### src/rtl/mrbr_pkg.sv
// Shared constants and types for the memory read byte realigner.
// No dependencies; imported by every module of the block.
package mrbr_pkg;

  localparam int LANE_BYTES  = 8;
  localparam int WORD_BYTES  = 64;
  localparam int LANE_W      = 8 * LANE_BYTES;
  localparam int STRB_W      = LANE_BYTES;
  localparam int SHIFT_W     = $clog2(LANE_BYTES);
  localparam int WORD_OFF_W  = $clog2(WORD_BYTES);
  localparam int CFG_W       = 32;
  localparam int CFG_INDEX_W = 1;
  localparam int POS_W       = CFG_W + 2;
  localparam int LANE_CNT_W  = POS_W - SHIFT_W;
  localparam int QUEUE_DEPTH = 2;
  localparam int QPTR_W      = 1;
  localparam int QCNT_W      = 2;
  localparam int OUT_DEPTH   = 2;
  localparam int OCNT_W      = 2;

  typedef enum logic [CFG_INDEX_W-1:0] {
    REG_START_OFFSET = 1'b0,
    REG_BYTE_COUNT   = 1'b1
  } cfg_reg_t;

  typedef struct packed {
    logic              a_valid;
    logic [LANE_W-1:0] a_data;
    logic [STRB_W-1:0] a_strobe;
    logic [LANE_W-1:0] b_data;
    logic [STRB_W-1:0] b_strobe;
    logic              last;
  } op_t;

  typedef struct packed {
    logic [LANE_W-1:0] data;
    logic [STRB_W-1:0] strobe;
    logic              last;
  } res_t;

endpackage

### src/rtl/mrbr_queue.sv
// Two-entry register queue of classified lanes between front and back.
// Depends on mrbr_pkg.
module mrbr_queue (
  input  logic          clk,
  input  logic          rst,
  input  logic          in_valid,
  output logic          in_ready,
  input  mrbr_pkg::op_t in_op,
  output logic          out_valid,
  input  logic          out_ready,
  output mrbr_pkg::op_t out_op
);
  import mrbr_pkg::*;

  op_t               entry [QUEUE_DEPTH];
  logic [QPTR_W-1:0] wr_ptr;
  logic [QPTR_W-1:0] rd_ptr;
  logic [QCNT_W-1:0] count;
  logic              push;
  logic              pop;

  assign in_ready  = count != QCNT_W'(QUEUE_DEPTH);
  assign out_valid = count != '0;
  assign out_op    = entry[rd_ptr];
  assign push      = in_valid && in_ready;
  assign pop       = out_valid && out_ready;

  always_ff @(posedge clk) begin
    if (rst) begin
      wr_ptr <= '0;
      rd_ptr <= '0;
      count  <= '0;
    end else begin
      if (push) begin
        wr_ptr <= wr_ptr + QPTR_W'(1);
      end
      if (pop) begin
        rd_ptr <= rd_ptr + QPTR_W'(1);
      end
      count <= count + QCNT_W'(push) - QCNT_W'(pop);
    end
  end

  always_ff @(posedge clk) begin
    if (push) begin
      entry[wr_ptr] <= in_op;
    end
  end

endmodule

### src/rtl/mrbr_front.sv
// Front end: configuration registers, byte strobe generation, lane shift and carry.
// Depends on mrbr_pkg; feeds classified lanes to mrbr_queue.
module mrbr_front (
  input  logic                           clk,
  input  logic                           rst,
  input  logic                           cfg_we,
  input  logic [mrbr_pkg::CFG_INDEX_W-1:0] cfg_index,
  input  logic [mrbr_pkg::CFG_W-1:0]     cfg_wdata,
  input  logic                           lane_valid,
  output logic                           lane_ready,
  input  logic [mrbr_pkg::LANE_W-1:0]    lane_data,
  input  logic                           lane_last,
  output logic                           op_valid,
  input  logic                           op_ready,
  output mrbr_pkg::op_t                  op
);
  import mrbr_pkg::*;

  logic [CFG_W-1:0]      start_offset;
  logic [CFG_W-1:0]      byte_count;
  logic [LANE_CNT_W-1:0] lane_cnt;
  logic [LANE_CNT_W-1:0] lane_cnt_next;
  logic [LANE_W-1:0]     carry_data;
  logic [STRB_W-1:0]     carry_strobe;
  logic                  carry_valid;

  logic [SHIFT_W-1:0]    shift;
  logic [SHIFT_W:0]      inv_shift;
  logic [POS_W-1:0]      range_lo;
  logic [POS_W-1:0]      range_hi;
  logic [POS_W-1:0]      base_pos;
  logic [POS_W-1:0]      byte_pos [LANE_BYTES];
  logic [STRB_W-1:0]     lane_strobe;
  logic                  accept;

  assign shift     = start_offset[SHIFT_W-1:0];
  assign inv_shift = (SHIFT_W + 1)'(LANE_BYTES) - {1'b0, shift};
  assign range_lo  = POS_W'(start_offset[WORD_OFF_W-1:0]);
  assign range_hi  = POS_W'(start_offset[WORD_OFF_W-1:0]) + POS_W'(byte_count);
  assign base_pos  = {lane_cnt, SHIFT_W'(0)};

  always_comb begin
    for (int b = 0; b < LANE_BYTES; b++) begin
      byte_pos[b]    = base_pos + POS_W'(b);
      lane_strobe[b] = (byte_pos[b] >= range_lo) && (byte_pos[b] < range_hi);
    end
  end

  always_comb begin
    op.a_valid  = carry_valid;
    op.a_data   = carry_data | (lane_data << {inv_shift, 3'b000});
    op.a_strobe = carry_strobe | (lane_strobe << inv_shift);
    op.b_data   = lane_data >> {shift, 3'b000};
    op.b_strobe = lane_strobe >> shift;
    op.last     = lane_last;
  end

  assign op_valid      = lane_valid;
  assign lane_ready    = op_ready;
  assign accept        = lane_valid && op_ready;
  assign lane_cnt_next = lane_cnt[LANE_CNT_W-1] ? lane_cnt : lane_cnt + LANE_CNT_W'(1);

  always_ff @(posedge clk) begin
    if (rst) begin
      start_offset <= '0;
      byte_count   <= CFG_W'(1);
    end else if (cfg_we) begin
      unique case (cfg_reg_t'(cfg_index))
        REG_START_OFFSET: start_offset <= cfg_wdata;
        REG_BYTE_COUNT:   byte_count   <= cfg_wdata;
      endcase
    end
  end

  always_ff @(posedge clk) begin
    if (rst) begin
      carry_valid  <= 1'b0;
      carry_strobe <= '0;
      lane_cnt     <= '0;
    end else if (accept) begin
      if (lane_last) begin
        carry_valid  <= 1'b0;
        carry_strobe <= '0;
        lane_cnt     <= '0;
      end else begin
        carry_valid  <= 1'b1;
        carry_strobe <= op.b_strobe;
        lane_cnt     <= lane_cnt_next;
      end
    end
  end

  always_ff @(posedge clk) begin
    if (accept) begin
      carry_data <= op.b_data;
    end
  end

endmodule

### src/rtl/mrbr_back.sv
// Back end: held element, empty-element drop, last marking and output buffer.
// Depends on mrbr_pkg; drains mrbr_queue.
module mrbr_back (
  input  logic                        clk,
  input  logic                        rst,
  input  logic                        op_valid,
  output logic                        op_ready,
  input  mrbr_pkg::op_t               op,
  output logic                        m_tvalid,
  input  logic                        m_tready,
  output logic [mrbr_pkg::LANE_W-1:0] m_tdata,
  output logic [mrbr_pkg::STRB_W-1:0] m_tuser,
  output logic                        m_tlast
);
  import mrbr_pkg::*;

  logic              held_valid;
  logic [LANE_W-1:0] held_data;
  logic [STRB_W-1:0] held_strobe;
  logic              held_valid_next;
  logic [LANE_W-1:0] held_data_next;
  logic [STRB_W-1:0] held_strobe_next;

  res_t              obuf [OUT_DEPTH];
  res_t              obuf_next [OUT_DEPTH];
  logic [OCNT_W-1:0] obuf_cnt;
  logic [OCNT_W-1:0] remain;
  logic [OCNT_W:0]   free_slots;
  logic              deq;

  res_t              res0;
  res_t              res1;
  logic [OCNT_W-1:0] n_res;

  always_comb begin
    n_res            = '0;
    res0             = '0;
    res1             = '0;
    held_valid_next  = held_valid;
    held_data_next   = held_data;
    held_strobe_next = held_strobe;
    if (op.a_valid) begin
      if (op.a_strobe != '0) begin
        if (held_valid_next) begin
          if (n_res == '0) res0 = '{held_data_next, held_strobe_next, 1'b0};
          else             res1 = '{held_data_next, held_strobe_next, 1'b0};
          n_res = n_res + OCNT_W'(1);
        end
        held_valid_next  = 1'b1;
        held_data_next   = op.a_data;
        held_strobe_next = op.a_strobe;
      end
      if (held_valid_next && op.b_strobe != '0) begin
        if (n_res == '0) res0 = '{held_data_next, held_strobe_next, 1'b0};
        else             res1 = '{held_data_next, held_strobe_next, 1'b0};
        n_res           = n_res + OCNT_W'(1);
        held_valid_next = 1'b0;
      end
    end
    if (op.last) begin
      if (op.b_strobe != '0) begin
        if (held_valid_next) begin
          if (n_res == '0) res0 = '{held_data_next, held_strobe_next, 1'b0};
          else             res1 = '{held_data_next, held_strobe_next, 1'b0};
          n_res = n_res + OCNT_W'(1);
        end
        held_valid_next  = 1'b1;
        held_data_next   = op.b_data;
        held_strobe_next = op.b_strobe;
      end
      if (held_valid_next) begin
        if (n_res == '0) res0 = '{held_data_next, held_strobe_next, 1'b1};
        else             res1 = '{held_data_next, held_strobe_next, 1'b1};
        n_res = n_res + OCNT_W'(1);
      end
      held_valid_next = 1'b0;
    end
  end

  assign deq        = m_tvalid && m_tready;
  assign remain     = obuf_cnt - OCNT_W'(deq);
  assign free_slots = (OCNT_W + 1)'(OUT_DEPTH) - {1'b0, remain};
  assign op_ready   = {1'b0, n_res} <= free_slots;

  always_comb begin
    obuf_next = obuf;
    if (deq) begin
      obuf_next[0] = obuf[1];
    end
    if (op_valid && op_ready) begin
      if (n_res == OCNT_W'(2)) begin
        obuf_next[0] = res0;
        obuf_next[1] = res1;
      end else if (n_res == OCNT_W'(1)) begin
        obuf_next[remain[0]] = res0;
      end
    end
  end

  always_ff @(posedge clk) begin
    if (rst) begin
      held_valid <= 1'b0;
      obuf_cnt   <= '0;
    end else begin
      obuf_cnt <= remain + ((op_valid && op_ready) ? n_res : OCNT_W'(0));
      if (op_valid && op_ready) begin
        held_valid <= held_valid_next;
      end
    end
  end

  always_ff @(posedge clk) begin
    obuf <= obuf_next;
    if (op_valid && op_ready) begin
      held_data   <= held_data_next;
      held_strobe <= held_strobe_next;
    end
  end

  assign m_tvalid = obuf_cnt != '0;
  assign m_tdata  = obuf[0].data;
  assign m_tuser  = obuf[0].strobe;
  assign m_tlast  = obuf[0].last;

endmodule

### src/rtl/memory_read_byte_realigner.sv
// Top level of the memory read byte realigner.
// Depends on mrbr_pkg, mrbr_front, mrbr_queue and mrbr_back.
//
// Usage:
//   Write start_offset (index 0) and byte_count (index 1) through cfg_we,
//   cfg_index and cfg_wdata while no transfer is in flight. Then send the
//   8-byte lanes of the memory words that cover the range on the s_ stream,
//   lowest address first, with s_tlast on the final lane. The m_ stream
//   returns packed 8-byte elements, first byte in bits 7:0, with a byte
//   strobe on m_tuser and m_tlast on the final element. Empty elements are
//   dropped; a transfer with no valid byte returns nothing.
//   Rate: one lane per cycle while s_tready is high. An element passes
//   the lane queue and output buffer registers after the lane that
//   completes it, or after the next lane that shows it is not the last.
//   A lane that completes two elements needs two output transfers,
//   absorbed by the two-entry lane queue and the two-entry output buffer.
//   The carry and lane count (front) and held element (back) pass state across lanes.
//   Reset clears the carry, held element, queue and output buffer and sets
//   start_offset 0 and byte_count 1. When m_tready stays low the output
//   buffer fills, then the queue, then s_tready drops; nothing is lost.
module memory_read_byte_realigner (
  input  logic                             clk,
  input  logic                             rst,
  input  logic                             cfg_we,
  input  logic [mrbr_pkg::CFG_INDEX_W-1:0] cfg_index,
  input  logic [mrbr_pkg::CFG_W-1:0]       cfg_wdata,
  input  logic                             s_tvalid,
  output logic                             s_tready,
  input  logic [mrbr_pkg::LANE_W-1:0]      s_tdata,   // lane_data[63:0]
  input  logic                             s_tlast,
  output logic                             m_tvalid,
  input  logic                             m_tready,
  output logic [mrbr_pkg::LANE_W-1:0]      m_tdata,   // out_data[63:0]
  output logic [mrbr_pkg::STRB_W-1:0]      m_tuser,   // out_strobe[7:0]
  output logic                             m_tlast
);
  import mrbr_pkg::*;

  logic front_valid;
  logic front_ready;
  op_t  front_op;
  logic back_valid;
  logic back_ready;
  op_t  back_op;

  mrbr_front u_front (
    .clk        (clk),
    .rst        (rst),
    .cfg_we     (cfg_we),
    .cfg_index  (cfg_index),
    .cfg_wdata  (cfg_wdata),
    .lane_valid (s_tvalid),
    .lane_ready (s_tready),
    .lane_data  (s_tdata),
    .lane_last  (s_tlast),
    .op_valid   (front_valid),
    .op_ready   (front_ready),
    .op         (front_op)
  );

  mrbr_queue u_queue (
    .clk       (clk),
    .rst       (rst),
    .in_valid  (front_valid),
    .in_ready  (front_ready),
    .in_op     (front_op),
    .out_valid (back_valid),
    .out_ready (back_ready),
    .out_op    (back_op)
  );

  mrbr_back u_back (
    .clk      (clk),
    .rst      (rst),
    .op_valid (back_valid),
    .op_ready (back_ready),
    .op       (back_op),
    .m_tvalid (m_tvalid),
    .m_tready (m_tready),
    .m_tdata  (m_tdata),
    .m_tuser  (m_tuser),
    .m_tlast  (m_tlast)
  );

endmodule

### config.mk
export PLATFORM = sky130hd
export DESIGN_NAME = memory_read_byte_realigner
export DESIGN_NICKNAME = d
export VERILOG_FILES = /design/src/rtl/mrbr_pkg.sv /design/src/rtl/mrbr_queue.sv /design/src/rtl/mrbr_front.sv /design/src/rtl/mrbr_back.sv /design/src/rtl/memory_read_byte_realigner.sv
export SDC_FILE = /design/constraint.sdc
export NUM_CORES = 2
export LEC_CHECK = 0
export BUFFER_PORTS_ARGS = -buffer_cell sky130_fd_sc_hd__buf_2
export CAP_MARGIN = 25
export CORE_ASPECT_RATIO = 1.25
export CORE_MARGIN = 10
export CORE_UTILIZATION = 52
export DETAILED_ROUTE_END_ITERATION = 8
export GPL_TIMING_DRIVEN = 0
export PLACE_DENSITY = 0.79
export RECOVER_POWER = 50
export SLEW_MARGIN = 10
export SYNTH_ARGS = -nofsm -noshare
export SYNTH_HDL_FRONTEND = slang
export SYNTH_SLANG_ARGS = --single-unit
### constraint.sdc
create_clock -name clk -period 9.65 [get_ports clk]
set_clock_uncertainty 0.05 [all_clocks]
set_input_delay 2.895 -clock clk [delete_from_list [all_inputs] [get_ports clk]]
set_output_delay 2.895 -clock clk [all_outputs]
set_load 0.01 [all_outputs]
==> run summary <==
Period minus WS final = 9.094 ns
CP Max Fanout = 10
Hold Path End = u_front.byte_count[3]
HP Class = register to register
P_int = 7203 µW
FF-to-FF End = u_back.m_tdata[56]
CTS Root Cell = clkbuf_16
number of distinct library cells after synthesis = 76
slowest CP cell = a21oi_1
status = finished with violations
Leakage = 0.01493 µW
share of cells above drive strength 1 = 14.04%
Setup WS post-layout = 0.5560 ns
Worst-path clk slew = 0.06 ns
Switching Share = 39.48%
post-CTS setup buffers = 0
# rows = 109
CP Buf/Inv Count = 9
Iter 0 DRT Violations = 4693
critical path arrival = 9.59 ns
worst reg2reg path startpoint = u_queue.entry[1][1]
I/O Buffers = 176
crit-path leading delay family = buffers and inverters
YS warnings = 0
fmax = 110.0 MHz
most used cell, CP = clkbuf_1
asr flop ratio synth = 0%
Seq pwr share = 37.9%
fin. max-slew vios = 237
ANT nets after route = 0
Post-synth EDFFs = 501
max-cap viol count = 5
vias = 32000
GRT Util Overall = 32.19%
largest net degree at the start of global routing = 61
setup repair after global routing missed its margin = no
Avg WL per Cell = 28.45 µm
register area = 18230 µm²
Hold Crit Start = u_front.byte_count[3]
placer's final routability congestion estimate = 1.047
Clock Power Share = 21.9%
endpoints failing setup = 0
Post-synth top flop = edfxtp_1
Net Sw Power = 4700 µW
# resized after CTS = 0
worst skew pair latency = 0.64 ns
R2R cell count = 26
# fillers = 5961
worst slew pin tran = 3.407 ns
die height = 319.2 µm
Core ar. = 70920 µm²
TritonCTS Buffers = 67
Final Non-Filler Cells = 4853
Clock Sinks = 660
Fin. Hold Viols = 0
syn_area_per_cell = 10.37 µm²
grt ovf = 0
register area share after synthesis = 48.96%
Gate power share = 40.2%
CP peak stage delay = 0.74 ns
Slew headroom = -127.1%
failing checks = design-rule violations, max-capacitance violations, max-slew violations
Post-Route WL = 138100 µm
PD cells = 286.4 nW/µm²
DRC violations left = 2
crit end category = register
Placement Setup Slack = 0.6440 ns
first-pass GRT wire length = 200500 µm
Final #Nets = 4015
FF-to-FF setup slack = 0.56 ns
Detailed Place HPWL = 106700 µm
hold buffers post-CTS = 0
period utilization = 94.24%
initial antenna violation count = 4
placed insts = 4726
critical path class = register to register
Die ar. = 82770 µm²
CTS tree = yes
area of the multi-input gates = 17260 µm²
1st-pass router iterations = 9
Mapped Nets = 3750
mapped cell area = 37230 µm²
hold path depth = 2
clock buffer depth = 3
Max rail drop VDD = 177.3 µV
startpoint types = register
Clock H-tree levels = 3
Via density = 6.593
Die Wd = 259.3 µm
CP required = 10.15 ns
number of global-route vias before repair = 30410
Synth Register Bits = 660
Layout area overhead = 11.63%
Syn Inst Count = 3589
starting density of the core = 52.50%
I/O pin total = 178
-- stage by stage --
step | util, % | TNS, ns | instance area, µm² | hold WS, ns | total power [µW]
after floorplan | - | 0 | 37230 | 0.3763 | 7512
after detailed placement | 55.88 | 0 | 39630 | 0.4087 | 9217
after CTS | 58.91 | 0 | 41780 | 0.4194 | 11800
after global routing | 58.60 | 0 | 41560 | 0.4509 | 12370
after global placement | 55.41 | -192.36 | 39290 | 0.4060 | 9093
final | 58.61 | 0 | 41560 | 0.4185 | 11900
-- synth_stat cells (16+ instances only) --
master     instances  area (µm²)
a211oi_1          17       127.6
a21boi_0          16       120.1
a21o_1            37       277.8
a21oi_1          208        1041
a221o_1           32       320.3
a221oi_1          53       464.2
a22o_1            34       297.8
a22oi_1           40       300.3
and2_1            23       143.9
and3_1            28       175.2
buf_1             35       131.4
buf_4             72       540.5
clkbuf_1         223       837.1
dfxtp_1          159        3183
edfxtp_1         501       15040
ha_1              57       713.2
inv_1             45       168.9
mux2_2           169        1903
mux2i_1          174        1742
mux4_2            57        1284
nand2_1          483        1813
nand3_1           80       400.4
nand4_1           41       256.5
nor2_1           256       960.9
nor2b_1           20       125.1
nor3_1            32       160.2
nor4_1            19       118.9
o2111ai_1         21       183.9
o211ai_1          45       337.8
o21a_1            18       135.1
o21ai_0          305        1526
o21bai_1          26       195.2
o22ai_1           25       156.4
xor2_1            24       210.2
-- registers in the layout, indices dropped and copies added (netlist names), named ones only --
name	flops
u_back.held_data	64
u_back.held_strobe	8
u_back.held_valid	1
u_back.m_tdata	64
u_back.m_tlast	1
u_back.m_tuser	8
u_back.obuf	73
u_back.obuf_cnt	2
u_front.byte_count	32
u_front.carry_data	64
u_front.carry_strobe	8
u_front.carry_valid	1
u_front.lane_cnt	31
u_front.start_offset	6
u_queue.count	2
u_queue.entry	292
u_queue.rd_ptr	1
u_queue.wr_ptr	1
-- worst max path at each step --
stage	from	to	depth (start not counted)
after floorplan	m_tready	u_back.obuf[0]	12
after global placement	m_tready	u_back.obuf[67]	13
after detailed placement	m_tready	u_back.m_tdata[55]	19
after CTS	register	u_back.m_tdata[55]	27
after global routing	register	u_back.m_tdata[55]	27
final	u_queue.entry[1][1]	u_back.m_tdata[56]	26
-- power groups by stage --
stage	clock network, µW	logic (µW)	registers, µW
floorplan	0	3040	4470
global placement	0	4470	4620
detailed placement	0	4670	4540
CTS	2610	4700	4490
global route	2700	5090	4580
finish	2610	4780	4520
-- cell families after synthesis --
group | count (synthesis) | share of synthesized area [%]
AO/OA/AOI/OAI | 1013 | 18.08
XOR/XNOR | 39 | 0.9175
adder cells (fa/ha/maj) | 58 | 1.969
buffers and inverters | 388 | 4.708
flip-flops | 660 | 48.96
multiplexers | 400 | 13.24
AND/OR/NAND/NOR | 1031 | 12.13
-- tightest hold or removal path, cell delays in order, from the launching register on --
cell and delay, ns:
dfxtp_1 0.32, nand2_1 0.06, a21oi_1 0.05
-- routing by layer --
metal	GRT usage, %	share of wire (%)	vias up
li1	-	-	14050
met1	40.13	37	15340
met2	51.52	46	2164
met3	5.444	9.7	434
met4	19.89	7.0	8
met5	0	0.041	-
-- layout by cell type (no fill, tap or decap), types with 57 or more instances in the layout --
cell type and instances:
nor2_1 255, o21ai_0 306, buf_2 120, mux2i_1 174, edfxtp_1 501, nand2_1 483
a21oi_1 208, clkbuf_1 328, mux4_2 57, clkbuf_16 68, buf_4 75, mux2_2 160
nand3_1 80, dfxtp_1 159, ha_1 57
-- cell type report --
type	count	area share, %
Clock inverter	36	0.8519
Multi-Input combinational cell	2541	41.54
Sequential cell	660	43.86
Clock buffer	88	4.323
Buffer	341	3.790
Inverter	47	0.4305
Antenna cell	1	0.006021
Tap cell	943	2.839
Timing Repair Buffer	196	2.366
Note: power is estimated with default switching activity, not from simulation.
